--- config.mk ---
export PLATFORM = sky130hd
export DESIGN_NAME = dark_span_extractor_core_flat
export DESIGN_NICKNAME = d
export VERILOG_FILES = /design/src/design/dse_pkg.sv /design/src/design/dse_pixel_if.sv /design/src/design/dse_span_if.sv /design/src/design/dse_cfg_if.sv /design/src/design/dse_divider.sv /design/src/design/dark_span_extractor_core.sv /design/src/flat_wrapper.sv
export SDC_FILE = /design/constraint.sdc
export NUM_CORES = 2
export LEC_CHECK = 0
export ABC_AREA = 1
export BUFFER_PORTS_ARGS = -buffer_cell sky130_fd_sc_hd__buf_2
export CORE_MARGIN = 2
export CORE_UTILIZATION = 50
export DETAILED_ROUTE_END_ITERATION = 12
export MAX_ROUTING_LAYER = met4
export PLACE_DENSITY = 0.65
export SETUP_SLACK_MARGIN = 0.15
export SLEW_MARGIN = 20
export SYNTH_ARGS = -nofsm -noshare
export SYNTH_HDL_FRONTEND = slang
export SYNTH_SLANG_ARGS = --single-unit
--- constraint.sdc ---
create_clock -name clk -period 18.04 [get_ports clk]
set_clock_uncertainty 0.2 [all_clocks]
set_input_delay 1.804 -clock clk [delete_from_list [all_inputs] [get_ports clk]]
set_output_delay 1.804 -clock clk [all_outputs]
set_load 0.01 [all_outputs]
--- src/design/dse_pkg.sv ---
`timescale 1ns / 1ps
// Package for the dark span extractor: sizes, register indexes, sequencer states
// and the request/response bundles of the mean divider. No dependencies.
package dse_pkg;

    localparam int MAX_RUN      = 256;
    localparam int LINE_LEN_MAX = 4096;

    localparam int PIX_W    = 8;
    localparam int THR_W    = 9;
    localparam int RATIO_W  = 9;
    localparam int LEN_W    = $clog2(MAX_RUN + 1);
    localparam int ADDR_W   = $clog2(MAX_RUN);
    localparam int IDX_W    = $clog2(LINE_LEN_MAX);
    localparam int POS_W    = 12;
    localparam int THICK_W  = 9;
    localparam int MEAN_W   = 16;
    localparam int SUM_W    = PIX_W + ADDR_W;
    localparam int PROD_W   = THR_W + RATIO_W;
    localparam int LEVEL_W  = PROD_W - 8 + 1;
    localparam int DVD_W    = SUM_W + 8;
    localparam int DIV_CNT_W = $clog2(DVD_W);

    localparam int CFG_IDX_W  = 2;
    localparam int CFG_DATA_W = 9;

    localparam logic [CFG_IDX_W-1:0] CFG_DARK_THRESHOLD = 2'd0;
    localparam logic [CFG_IDX_W-1:0] CFG_EDGE_RATIO     = 2'd1;

    localparam logic [THR_W-1:0]   THRESHOLD_RST = 9'd128;
    localparam logic [RATIO_W-1:0] RATIO_RST     = 9'd128;

    typedef enum logic [2:0] {
        ST_IDLE,
        ST_MUL,
        ST_LEVEL,
        ST_WALK,
        ST_FIN,
        ST_DIV,
        ST_DONE
    } seq_state_t;

    typedef struct packed {
        logic               start;
        logic [DVD_W-1:0]   dividend;
        logic [THICK_W-1:0] divisor;
    } div_req_t;

    typedef struct packed {
        logic              done;
        logic [MEAN_W-1:0] quotient;
    } div_rsp_t;

endpackage

--- src/design/dse_pixel_if.sv ---
`timescale 1ns / 1ps
// Pixel stream channel: valid/ready plus one pixel and its line-end mark.
// Depends on dse_pkg.
interface dse_pixel_if;
    logic                      valid;
    logic                      ready;
    logic [dse_pkg::PIX_W-1:0] pixel;
    logic                      last_in_line;

    modport source (output valid, output pixel, output last_in_line, input ready);
    modport sink   (input valid, input pixel, input last_in_line, output ready);
endinterface

--- src/design/dse_span_if.sv ---
`timescale 1ns / 1ps
// Span result channel: valid/ready plus position, thickness, mean and overflow flag.
// Depends on dse_pkg.
interface dse_span_if;
    logic                        valid;
    logic                        ready;
    logic [dse_pkg::POS_W-1:0]   span_position;
    logic [dse_pkg::THICK_W-1:0] span_thickness;
    logic [dse_pkg::MEAN_W-1:0]  span_mean_q8;
    logic                        run_overflow;

    modport source (output valid, output span_position, output span_thickness,
                    output span_mean_q8, output run_overflow, input ready);
    modport sink   (input valid, input span_position, input span_thickness,
                    input span_mean_q8, input run_overflow, output ready);
endinterface

--- src/design/dse_cfg_if.sv ---
`timescale 1ns / 1ps
// Configuration write channel: valid/ready plus register index and write data.
// Depends on dse_pkg.
interface dse_cfg_if;
    logic                           valid;
    logic                           ready;
    logic [dse_pkg::CFG_IDX_W-1:0]  index;
    logic [dse_pkg::CFG_DATA_W-1:0] data;

    modport source (output valid, output index, output data, input ready);
    modport sink   (input valid, input index, input data, output ready);
endinterface

--- src/design/dse_divider.sv ---
`timescale 1ns / 1ps
// Restoring radix-2 divider for the span mean, one quotient bit per cycle.
// Depends on dse_pkg (widths and request/response structs).
module dse_divider (
    input  logic              clk,
    input  logic              rst_n,
    input  dse_pkg::div_req_t req,
    output dse_pkg::div_rsp_t rsp
);

    logic                              busy_reg, busy_next;
    logic                              done_reg, done_next;
    logic [dse_pkg::DIV_CNT_W-1:0]     cnt_reg, cnt_next;
    logic [dse_pkg::THICK_W-1:0]       rem_reg, rem_next;
    logic [dse_pkg::THICK_W-1:0]       dvs_reg, dvs_next;
    logic [dse_pkg::DVD_W-1:0]         dq_reg, dq_next;
    logic [dse_pkg::THICK_W:0]         trial;
    logic [dse_pkg::THICK_W:0]         diff;
    logic                              ge;

    assign trial = {rem_reg, dq_reg[dse_pkg::DVD_W-1]};
    assign ge    = trial >= {1'b0, dvs_reg};
    assign diff  = trial - {1'b0, dvs_reg};

    always_comb
    begin
        busy_next = busy_reg;
        done_next = 1'b0;
        cnt_next  = cnt_reg;
        rem_next  = rem_reg;
        dvs_next  = dvs_reg;
        dq_next   = dq_reg;
        if (req.start)
        begin
            busy_next = 1'b1;
            cnt_next  = '0;
            rem_next  = '0;
            dvs_next  = req.divisor;
            dq_next   = req.dividend;
        end
        else if (busy_reg)
        begin
            rem_next = ge ? diff[dse_pkg::THICK_W-1:0] : trial[dse_pkg::THICK_W-1:0];
            dq_next  = {dq_reg[dse_pkg::DVD_W-2:0], ge};
            cnt_next = cnt_reg + 1'b1;
            if (cnt_reg == dse_pkg::DIV_CNT_W'(dse_pkg::DVD_W - 1))
            begin
                busy_next = 1'b0;
                done_next = 1'b1;
            end
        end
    end

    always_ff @(posedge clk or negedge rst_n)
    begin
        if (!rst_n)
        begin
            busy_reg <= 1'b0;
            done_reg <= 1'b0;
            cnt_reg  <= '0;
        end
        else
        begin
            busy_reg <= busy_next;
            done_reg <= done_next;
            cnt_reg  <= cnt_next;
        end
    end

    always_ff @(posedge clk)
    begin
        rem_reg <= rem_next;
        dvs_reg <= dvs_next;
        dq_reg  <= dq_next;
    end

    assign rsp.done     = done_reg;
    assign rsp.quotient = dq_reg[dse_pkg::MEAN_W-1:0];

endmodule

--- src/design/dark_span_extractor_core.sv ---
`timescale 1ns / 1ps
// Dark span extractor. A pixel that does not close a run is taken while ready stays high.
// A closing pixel starts the span sequencer, which keeps pixel ready low: multiply, level,
// N buffer reads (N = run length, one per cycle through the single read port), trim, the
// divider (24 quotient bits, then done) and a load that waits for a free result register.
// Result register lets the next pixel in while a span transaction waits.
// Async active-low reset: threshold 128, ratio 128, no open run, line index 0.
module dark_span_extractor_core (
    input  logic clk,
    input  logic rst_n,
    dse_pixel_if.sink  pix,
    dse_span_if.source span,
    dse_cfg_if.sink    cfg
);

    // ---------------- configuration registers ----------------
    logic [dse_pkg::THR_W-1:0]   thr_reg;
    logic [dse_pkg::RATIO_W-1:0] ratio_reg;

    assign cfg.ready = 1'b1;

    always_ff @(posedge clk or negedge rst_n)
    begin
        if (!rst_n)
        begin
            thr_reg   <= dse_pkg::THRESHOLD_RST;
            ratio_reg <= dse_pkg::RATIO_RST;
        end
        else if (cfg.valid)
        begin
            unique case (cfg.index)
                dse_pkg::CFG_DARK_THRESHOLD: thr_reg   <= cfg.data[dse_pkg::THR_W-1:0];
                dse_pkg::CFG_EDGE_RATIO:     ratio_reg <= cfg.data[dse_pkg::RATIO_W-1:0];
                default: ;
            endcase
        end
    end

    // ---------------- state ----------------
    dse_pkg::seq_state_t             state_reg, state_next;
    logic [dse_pkg::LEN_W-1:0]       run_len_reg, run_len_next;
    logic [dse_pkg::PIX_W-1:0]       darkest_reg, darkest_next;
    logic [dse_pkg::IDX_W-1:0]       start_reg, start_next;
    logic [dse_pkg::IDX_W-1:0]       idx_reg, idx_next;
    logic [dse_pkg::PIX_W-1:0]       term_reg, term_next;
    logic                            has_term_reg, has_term_next;
    logic                            ovf_reg, ovf_next;
    logic [dse_pkg::PROD_W-1:0]      prod_reg, prod_next;
    logic [dse_pkg::LEVEL_W-1:0]     level_reg, level_next;
    logic [dse_pkg::ADDR_W-1:0]      walk_idx_reg, walk_idx_next;
    logic                            found_reg, found_next;
    logic [dse_pkg::ADDR_W-1:0]      s_reg, s_next;
    logic [dse_pkg::ADDR_W-1:0]      last_le_reg, last_le_next;
    logic [dse_pkg::SUM_W-1:0]       acc_reg, acc_next;
    logic [dse_pkg::SUM_W-1:0]       sum_le_reg, sum_le_next;
    logic [dse_pkg::THICK_W-1:0]     thick_reg, thick_next;

    // result register
    logic                            out_valid_reg, out_valid_next;
    logic [dse_pkg::POS_W-1:0]       out_pos_reg, out_pos_next;
    logic [dse_pkg::THICK_W-1:0]     out_thick_reg, out_thick_next;
    logic [dse_pkg::MEAN_W-1:0]      out_mean_reg, out_mean_next;
    logic                            out_ovf_reg, out_ovf_next;

    // run buffer: one write port (pixel intake), one registered read port (walk)
    logic [dse_pkg::PIX_W-1:0]       run_buf [dse_pkg::MAX_RUN];
    logic                            buf_we;
    logic [dse_pkg::ADDR_W-1:0]      buf_waddr;
    logic [dse_pkg::ADDR_W-1:0]      buf_raddr;
    logic [dse_pkg::PIX_W-1:0]       rd_data_reg;

    always_ff @(posedge clk)
    begin
        if (buf_we)
        begin
            run_buf[buf_waddr] <= pix.pixel;
        end
        rd_data_reg <= run_buf[buf_raddr];
    end

    // mean divider
    dse_pkg::div_req_t div_req;
    dse_pkg::div_rsp_t div_rsp;

    dse_divider u_div (
        .clk   (clk),
        .rst_n (rst_n),
        .req   (div_req),
        .rsp   (div_rsp)
    );

    // ---------------- datapath helpers ----------------
    logic                          pix_acc;
    logic                          is_dark;
    logic [dse_pkg::LEN_W-1:0]     len_inc;
    logic                          rd_le;          // buffered pixel at or below the level
    logic [dse_pkg::SUM_W-1:0]     acc_add;
    logic                          term_keep;      // bright closing pixel survives the trim
    logic [dse_pkg::THICK_W-1:0]   thick_c;
    logic [dse_pkg::SUM_W-1:0]     sum_c;
    logic                          out_free;

    assign pix.ready  = (state_reg == dse_pkg::ST_IDLE);
    assign pix_acc    = pix.valid && pix.ready;
    assign is_dark    = {1'b0, pix.pixel} < thr_reg;
    assign len_inc    = run_len_reg + 1'b1;
    assign rd_le      = {{(dse_pkg::LEVEL_W - dse_pkg::PIX_W){1'b0}}, rd_data_reg} <= level_reg;
    assign acc_add    = acc_reg + dse_pkg::SUM_W'(rd_data_reg);
    assign term_keep  = has_term_reg &&
                        ({{(dse_pkg::LEVEL_W - dse_pkg::PIX_W){1'b0}}, term_reg} <= level_reg);
    assign out_free   = !out_valid_reg || span.ready;

    // Trimmed span. If the bright closing pixel is kept, the span reaches one past
    // the run; the length fix pulls it back to the run when the start trim is empty.
    // The sum always covers run pixels only.
    always_comb
    begin
        if (term_keep)
        begin
            sum_c = acc_reg;
            if (s_reg == '0)
            begin
                thick_c = dse_pkg::THICK_W'(run_len_reg);
            end
            else
            begin
                thick_c = dse_pkg::THICK_W'(run_len_reg + 1'b1 - dse_pkg::LEN_W'(s_reg));
            end
        end
        else
        begin
            sum_c   = sum_le_reg;
            thick_c = dse_pkg::THICK_W'({1'b0, last_le_reg} + 1'b1 - {1'b0, s_reg});
        end
    end

    // ---------------- sequencer ----------------
    always_comb
    begin
        state_next     = state_reg;
        run_len_next   = run_len_reg;
        darkest_next   = darkest_reg;
        start_next     = start_reg;
        idx_next       = idx_reg;
        term_next      = term_reg;
        has_term_next  = has_term_reg;
        ovf_next       = ovf_reg;
        prod_next      = prod_reg;
        level_next     = level_reg;
        walk_idx_next  = walk_idx_reg;
        found_next     = found_reg;
        s_next         = s_reg;
        last_le_next   = last_le_reg;
        acc_next       = acc_reg;
        sum_le_next    = sum_le_reg;
        thick_next     = thick_reg;
        out_valid_next = out_valid_reg && !span.ready;
        out_pos_next   = out_pos_reg;
        out_thick_next = out_thick_reg;
        out_mean_next  = out_mean_reg;
        out_ovf_next   = out_ovf_reg;
        buf_we         = 1'b0;
        buf_waddr      = run_len_reg[dse_pkg::ADDR_W-1:0];
        buf_raddr      = walk_idx_reg + 1'b1;
        div_req.start    = 1'b0;
        div_req.dividend = {sum_c, 8'b0};
        div_req.divisor  = thick_c;

        unique case (state_reg)
            dse_pkg::ST_IDLE:
            begin
                if (pix_acc)
                begin
                    // line index: back to 0 at line end or when the index space runs out
                    if (pix.last_in_line ||
                        idx_reg == dse_pkg::IDX_W'(dse_pkg::LINE_LEN_MAX - 1))
                    begin
                        idx_next = '0;
                    end
                    else
                    begin
                        idx_next = idx_reg + 1'b1;
                    end

                    if (is_dark)
                    begin
                        if (run_len_reg == '0)
                        begin
                            start_next   = idx_reg;
                            darkest_next = pix.pixel;
                        end
                        else if (pix.pixel < darkest_reg)
                        begin
                            darkest_next = pix.pixel;
                        end
                        if (run_len_reg < dse_pkg::LEN_W'(dse_pkg::MAX_RUN))
                        begin
                            buf_we       = 1'b1;
                            run_len_next = len_inc;
                        end
                        has_term_next = 1'b0;
                        // line end wins over a full buffer
                        if (pix.last_in_line)
                        begin
                            ovf_next   = 1'b0;
                            state_next = dse_pkg::ST_MUL;
                        end
                        else if (len_inc >= dse_pkg::LEN_W'(dse_pkg::MAX_RUN))
                        begin
                            ovf_next   = 1'b1;
                            state_next = dse_pkg::ST_MUL;
                        end
                    end
                    else if (run_len_reg != '0)
                    begin
                        term_next     = pix.pixel;
                        has_term_next = 1'b1;
                        ovf_next      = 1'b0;
                        state_next    = dse_pkg::ST_MUL;
                    end
                end
            end

            dse_pkg::ST_MUL:
            begin
                // darkest is below the threshold, so the difference is non-negative
                prod_next  = dse_pkg::PROD_W'(thr_reg - dse_pkg::THR_W'(darkest_reg)) *
                             dse_pkg::PROD_W'(ratio_reg);
                state_next = dse_pkg::ST_LEVEL;
            end

            dse_pkg::ST_LEVEL:
            begin
                level_next    = dse_pkg::LEVEL_W'(darkest_reg) +
                                dse_pkg::LEVEL_W'(prod_reg[dse_pkg::PROD_W-1:8]);
                buf_raddr     = '0;
                walk_idx_next = '0;
                found_next    = 1'b0;
                s_next        = '0;
                last_le_next  = '0;
                acc_next      = '0;
                sum_le_next   = '0;
                state_next    = dse_pkg::ST_WALK;
            end

            dse_pkg::ST_WALK:
            begin
                // one buffered pixel per cycle: first and last at-or-below-level
                // positions, running sum from the first one on
                if (found_reg || rd_le)
                begin
                    acc_next = acc_add;
                end
                if (rd_le)
                begin
                    if (!found_reg)
                    begin
                        s_next = walk_idx_reg;
                    end
                    found_next   = 1'b1;
                    last_le_next = walk_idx_reg;
                    sum_le_next  = acc_add;
                end
                walk_idx_next = walk_idx_reg + 1'b1;
                if ({1'b0, walk_idx_reg} == run_len_reg - 1'b1)
                begin
                    state_next = dse_pkg::ST_FIN;
                end
            end

            dse_pkg::ST_FIN:
            begin
                thick_next    = thick_c;
                div_req.start = 1'b1;
                state_next    = dse_pkg::ST_DIV;
            end

            dse_pkg::ST_DIV:
            begin
                if (div_rsp.done)
                begin
                    state_next = dse_pkg::ST_DONE;
                end
            end

            dse_pkg::ST_DONE:
            begin
                if (out_free)
                begin
                    out_valid_next = 1'b1;
                    out_pos_next   = dse_pkg::POS_W'(start_reg) + dse_pkg::POS_W'(s_reg) +
                                     dse_pkg::POS_W'(thick_reg >> 1);
                    out_thick_next = thick_reg;
                    out_mean_next  = div_rsp.quotient;
                    out_ovf_next   = ovf_reg;
                    run_len_next   = '0;
                    state_next     = dse_pkg::ST_IDLE;
                end
            end

            default:
            begin
                state_next = dse_pkg::ST_IDLE;
            end
        endcase
    end

    always_ff @(posedge clk or negedge rst_n)
    begin
        if (!rst_n)
        begin
            state_reg     <= dse_pkg::ST_IDLE;
            run_len_reg   <= '0;
            darkest_reg   <= '0;
            start_reg     <= '0;
            idx_reg       <= '0;
            out_valid_reg <= 1'b0;
        end
        else
        begin
            state_reg     <= state_next;
            run_len_reg   <= run_len_next;
            darkest_reg   <= darkest_next;
            start_reg     <= start_next;
            idx_reg       <= idx_next;
            out_valid_reg <= out_valid_next;
        end
    end

    always_ff @(posedge clk)
    begin
        term_reg      <= term_next;
        has_term_reg  <= has_term_next;
        ovf_reg       <= ovf_next;
        prod_reg      <= prod_next;
        level_reg     <= level_next;
        walk_idx_reg  <= walk_idx_next;
        found_reg     <= found_next;
        s_reg         <= s_next;
        last_le_reg   <= last_le_next;
        acc_reg       <= acc_next;
        sum_le_reg    <= sum_le_next;
        thick_reg     <= thick_next;
        out_pos_reg   <= out_pos_next;
        out_thick_reg <= out_thick_next;
        out_mean_reg  <= out_mean_next;
        out_ovf_reg   <= out_ovf_next;
    end

    // ---------------- result channel ----------------
    assign span.valid          = out_valid_reg;
    assign span.span_position  = out_pos_reg;
    assign span.span_thickness = out_thick_reg;
    assign span.span_mean_q8   = out_mean_reg;
    assign span.run_overflow   = out_ovf_reg;

endmodule
--- src/flat_wrapper.sv ---
// flat-port wrapper written by rule: the top's interface ports become plain ports
module dark_span_extractor_core_flat 
  (clk, rst_n, pix_valid, pix_pixel, pix_last_in_line, pix_ready, span_valid, span_span_position, span_span_thickness, span_span_mean_q8, span_run_overflow, span_ready, cfg_valid, cfg_index, cfg_data, cfg_ready);
  dse_pixel_if pix_i ();
  dse_span_if span_i ();
  dse_cfg_if cfg_i ();
  input  logic clk;
  input  logic rst_n;
  input wire logic [$bits(pix_i.valid)-1:0] pix_valid;
  input wire logic [$bits(pix_i.pixel)-1:0] pix_pixel;
  input wire logic [$bits(pix_i.last_in_line)-1:0] pix_last_in_line;
  output wire logic [$bits(pix_i.ready)-1:0] pix_ready;
  output wire logic [$bits(span_i.valid)-1:0] span_valid;
  output wire logic [$bits(span_i.span_position)-1:0] span_span_position;
  output wire logic [$bits(span_i.span_thickness)-1:0] span_span_thickness;
  output wire logic [$bits(span_i.span_mean_q8)-1:0] span_span_mean_q8;
  output wire logic [$bits(span_i.run_overflow)-1:0] span_run_overflow;
  input wire logic [$bits(span_i.ready)-1:0] span_ready;
  input wire logic [$bits(cfg_i.valid)-1:0] cfg_valid;
  input wire logic [$bits(cfg_i.index)-1:0] cfg_index;
  input wire logic [$bits(cfg_i.data)-1:0] cfg_data;
  output wire logic [$bits(cfg_i.ready)-1:0] cfg_ready;
  assign pix_i.valid = pix_valid;
  assign pix_i.pixel = pix_pixel;
  assign pix_i.last_in_line = pix_last_in_line;
  assign pix_ready = pix_i.ready;
  assign span_valid = span_i.valid;
  assign span_span_position = span_i.span_position;
  assign span_span_thickness = span_i.span_thickness;
  assign span_span_mean_q8 = span_i.span_mean_q8;
  assign span_run_overflow = span_i.run_overflow;
  assign span_i.ready = span_ready;
  assign cfg_i.valid = cfg_valid;
  assign cfg_i.index = cfg_index;
  assign cfg_i.data = cfg_data;
  assign cfg_ready = cfg_i.ready;
  dark_span_extractor_core u_core (.clk(clk), .rst_n(rst_n), .pix(pix_i), .span(span_i), .cfg(cfg_i));
endmodule
Word-level counts from Yosys, hierarchy flattened
Memory sizes are Yosys's and may differ from the RTL's. A register that Yosys moved wholly into a read port is not among the register bits.
Cells that the tools add are included.
{ "classes": {"addsub": 14, "n_mul": 1, "div_mod_pow": 0, "magnitude_cmp": 7, "n_eq_ne": 22, "shift": 0, "muxes": 58, "bitwise": 1, "n_reduce_logical": 32} }
{ "ops": {"columns": ["operator", "n"], "rows": [
  ["$pmux 16 s2", 2],
  ["$mux 9", 7],
  ["$mux 16", 3],
  ["$mux 24", 2],
  ["$mux 8", 6],
  ["$pmux 8 s2", 3],
  ["$add 12x8->12", 2],
  ["$mux 3", 8],
  ["$le 8x11->1", 2],
  ["$mux 1", 21],
  ["$pmux 3 s7", 1],
  ["$mul 18x9->18", 1],
  ["$pmux 9 s2", 1],
  ["$sub 9x8->9", 2],
  ["$add 16x8->16", 1],
  ["$reduce_and 4->1", 4],
  ["$add 12x1->12 const B", 1],
  ["$eq 12x12->1 const B", 1],
  ["$mux 12", 1],
  ["$reduce_and 2->1", 6],
  ["$add 8x10->11", 1],
  ["$ge 10x9->1", 1],
  ["$mux 5", 2],
  ["$ne 2x2->1 const B", 5],
  ["34 further kinds", 51]
]} }
{ "totals": {"register_bits": 255, "latch_bits": 0, "ram_bits": 2048, "romBits": 0, "n_memories": 1} }
{ "memory_table": {"columns": ["memory", "words", "width", "rd", "rd_ports_with_merged_regs", "write_ports", "line", "rtl"], "rows": [
  ["u_core.run_buf", 256, 8, 1, 1, 1, "dark_span_extractor_core.sv:66", "logic [dse_pkg::PIX_W-1:0] run_buf [dse_pkg::MAX_RUN];"]
]} }

Longest topological paths before layout
{ "logic_depth": {"depth_word": 7, "ltp_mapped": 30, "depth_no_buf": 30} }

Hierarchy
From an unflattened synthesis, not the netlist that was laid out.
{ "unflattened": {"cells_unflattened": 9967, "area_unflattened_um2": 106818.7} }
{ "by_module_without_submodules": {"columns": ["mod", "instances", "cells_per_inst", "area_per_inst_um2"], "rows": [
  ["dark_span_extractor_core", 1, 9658, 104174.9],
  ["dse_divider", 1, 309, 2643.8]
]} }

Worst setup path after synthesis
No wires, ideal clock.
{ "synth_path": {"path_kind": "reg-to-reg", "start": "register u_core.darkest_reg[0] in the netlist's numbering", "end": "register u_core.prod_reg[13] in the netlist's numbering, data pin", "t_arrival_ns": 5.304, "path_slack_ns": 12.277, "stages_incl_launch_ff": 29, "n_path_buf": 0, "path_cell_list": "dfrtp_1 ha_1 fa_1 o21ai_0 a21oi_1 o21bai_1 nand2_1 nand2_1 a21oi_1 or2_2 nand2_1 inv_1 nand2_1 fa_1 inv_1 fa_1 fa_1 inv_1 fa_1 inv_1 ha_1 a21oi_1 o21a_1 nand2_1 nand2_1 nand2_1 nand3_1 nand2_1 xor2_1"} }
{ "synth_between": {"elab_chain_len": 2} }
{ "synth_rtl": {"columns": ["item", "line", "rtl"], "rows": [
  ["from (decl)", "dark_span_extractor_core.sv:42", "logic [dse_pkg::PIX_W-1:0] darkest_reg, darkest_next;"],
  ["from (signal assigned)", "dark_span_extractor_core.sv:323", "darkest_reg <= darkest_next;"],
  ["$sub 9x8->10", "dark_span_extractor_core.sv:227", "prod_next = dse_pkg::PROD_W'(thr_reg - dse_pkg::THR_W'(darkest_reg)) *"],
  ["$mul 18x9->18", "dark_span_extractor_core.sv:227", null],
  ["to (signal assigned)", "dark_span_extractor_core.sv:335", "prod_reg <= prod_next;"],
  ["to (decl)", "dark_span_extractor_core.sv:48", "logic [dse_pkg::PROD_W-1:0] prod_reg, prod_next;"]
]} }
Every way passes these cells.
A chain may end at the register's enable or synchronous reset.

Worst setup path after layout
{ "layout_path": {"start": "register u_core.darkest_reg[0] in the netlist's numbering", "end": "register u_core.prod_reg[17] in the netlist's numbering, data pin"} }
Same word-level chain as after synthesis.

==> run summary <==
Status: finished clean
Detailed placement HPWL: 168000 um
Filler instances: 17700
Routability cong.: 0.900
Layout cells sized above 1: 0.0563
Core footprint: 210000 sq um
Remaining antenna violation count: 0
Max reg flops: 2048
Final Non-Filler Cells: 12600
Num rows: 168
#FFs+latches synth: 2294
# placed instances: 12200
Wire per inst: 22.8 um
Max Transition Viols Final: 0
WP data required: 18.47 ns
CTS resizes: 0
Multi-input gate area: 29600 sq um
CP max FO: 5
Complex-gate fraction of the synthesized area: 0.0237
Leakage power: 45.1 nW
PortBufs: 64
Clock buffers created by TritonCTS: 225
Cell variety after synth: 50
Mux contribution to synthesized area: 0
I/O Pins: 66
First-pass GRT wire length: 429000 um
Hold Fails Final Rpt: 0
Slew margin rel.: 0.239
Simple-gate share of the synthesized area: 0.218
Area grow syn2layout: 9.22%
Clock H-tree levels: 4
Largest net degree at the start of global routing: 208
Syn Inst Count: 9809
Vias: 71800
Setup TNS: 0 ns
Initial antenna violation count: 6
Clk root buf: clkbuf_16
Place WS: 11.25 ns
Critical Path Source Type: register
FF/Latch Area: 68300 sq um
Power Density: 183 nW/um^2
Tightest Pin Transition: 1.14 ns
Mapped Area: 106000 sq um
Hold buffer count at CTS: 0
Post-synthesis xor/xnor area fraction: 0.00614
DRC: 0
Largest family of logic cells by synthesized area: simple AND/OR/NAND/NOR gates
Die height: 464 um
RSZ-0062 raised after global routing: false
Total GRT Usage: 0.272
Nets@finish: 9851
Commonest non-fill, non-tap cell in the layout: edfxtp_1
Setup violations, final: 0
Total clock sinks: 2294
Initial Util: 0.503
Worst skew pair latency: 0.89 ns
Max VDD drop: 0.358 mV
Post-synth ARST share: 0.0305
EDFF count, synth: 2199
Period utilization: 0.359
Most frequent cells in the layout: edfxtp_1 (2199), nand2_1 (1916), nand3_1 (1872)
Drt first pass iters: 6
Die X: 464 um
CTS tree: done
Clock Tree Buf Depth: 3
MaxCap Viol Count: 0
Total grt overflow: 0
Avg Inst Size Synth: 10.8 sq um
Die area: 215000 sq um
DR iter-0 viols: 8759
HP Class: register to register
Max Clk Rate: 155 MHz
Top FF cell, synth: edfxtp_1
Via density: 5.69
Final worst slack: 11.57 ns
Vias in the first global route: 68800
Synth warn: 0
Crit path arrival time: 6.91 ns
Drt total wl: 288000 um
Synthesized-area fraction occupied by adder cells: 0.0313
Critical path type: register to register
# Post-CTS Setup Buffers: 0
Critical Path Sink Type: register
Tmin final: 6.47 ns
Syn Nets: 10000
Sequential area share after synthesis: 0.647
Clk slew on worst S/H paths: 0.07 ns
==> per-stage QoR <==
stage                     area [sq um]  hold slack (ns)  utilization  power [W]
after CTS                       115000            0.265        0.550     0.0210
after floorplan                 106000            0.200            -     0.0133
final                           115000            0.259        0.550     0.0210
after global placement          108000            0.244        0.514     0.0162
after global routing            115000            0.275        0.550     0.0223
after detailed placement        108000            0.250        0.514     0.0163
==> path summary, 6_finish.rpt <==
path / cells after the start / start / slack (ns) / endpoint
setup / recovery: 27 / u_core.darkest_reg[0]$_DFFE_PN0P_ / 11.57 / u_core.prod_reg[17]$_DFFE_PP_
hold / removal: 0 / u_core.u_div.dq_reg[11]$_DFFE_PP_ / 0.26 / u_core.span.span_mean_q8[11]$_DFFE_PP_
setup reg to reg: 27 / u_core.darkest_reg[0]$_DFFE_PN0P_ / 11.57 / u_core.prod_reg[17]$_DFFE_PP_
hold reg to reg: 0 / u_core.u_div.dq_reg[11]$_DFFE_PP_ / 0.26 / u_core.span.span_mean_q8[11]$_DFFE_PP_
max in group asynchronous: 2 / rst_n / 16.34 / u_core.ratio_reg[7]$_DFFE_PN1P_
min in group asynchronous: 1 / rst_n / 0.63 / u_core.start_reg[0]$_DFFE_PN0P_
==> logic make-up (layout without fill, tap and decap cells) <==
kind of cell	Yosys count	after routing
AND/OR/NAND/NOR	4873	4873
XOR/XNOR	74	74
flip-flops	2294	2294
buffers and inverters	1939	1943
AO/OA/AOI/OAI	416	416
adder cells (fa/ha/maj)	212	212
other	1	2
==> routing by layer <==
layer / share of wire / global-route usage
met5: 0 / -
met3: 0.094 / 0.0471
met2: 0.46 / 0.419
met1: 0.41 / 0.365
met4: 0.038 / 0.0979
==> critical path: stages (launching register included) <==
cell and delay [ns]:
dfrtp_1 0.42, ha_1 0.25, fa_1 0.42, o21ai_0 0.31, a21oi_1 0.11, o21bai_1 0.16, nand2_1 0.09, nand2_1 0.06
a21oi_1 0.06, or2_2 0.27, nand2_1 0.18, inv_1 0.16, nand2_1 0.12, fa_1 0.40, inv_1 0.08, fa_1 0.46
fa_1 0.55, inv_1 0.05, fa_1 0.47, inv_1 0.04, ha_1 0.32, a21oi_1 0.28, o21ai_0 0.12, a21oi_1 0.13
a21boi_0 0.32, inv_1 0.08, nand2_1 0.07, nand2_1 0.04
==> synth_stat cells, types with 23 or more instances <==
master | number | area, sq um
nor2_1 | 427 | 1600
o211ai_1 | 122 | 916
edfxtp_1 | 2199 | 66000
buf_4 | 60 | 450
buf_2 | 288 | 1440
dfrtp_1 | 68 | 1700
nand2_1 | 1925 | 7230
xor2_1 | 51 | 447
buf_1 | 30 | 113
xnor2_1 | 23 | 201
o21ai_0 | 139 | 696
a21oi_1 | 105 | 526
nand3b_1 | 581 | 4360
nand3_1 | 1880 | 9410
dfxtp_1 | 25 | 500
clkbuf_1 | 200 | 751
fa_1 | 87 | 1740
inv_1 | 1347 | 5060
ha_1 | 125 | 1560
==> report_power, final <==
group	internal [W]	switching, W	total [W]
Combinational	0.00292	0.00693	0.00985
Sequential	0.00625	0.000200	0.00646
Clock	0.00270	0.00205	0.00474
==> cell type report <==
class	count	area share
timing repair buffer	156	0.0109
clock inverter	155	0.0137
inverter	1361	0.0446
sequential	2294	0.592
tap	2805	0.0304
clock buffer	271	0.0512
multi-input combinational	5576	0.257
antenna	1	0.0000217
Note: power is estimated with default switching activity, not from simulation.
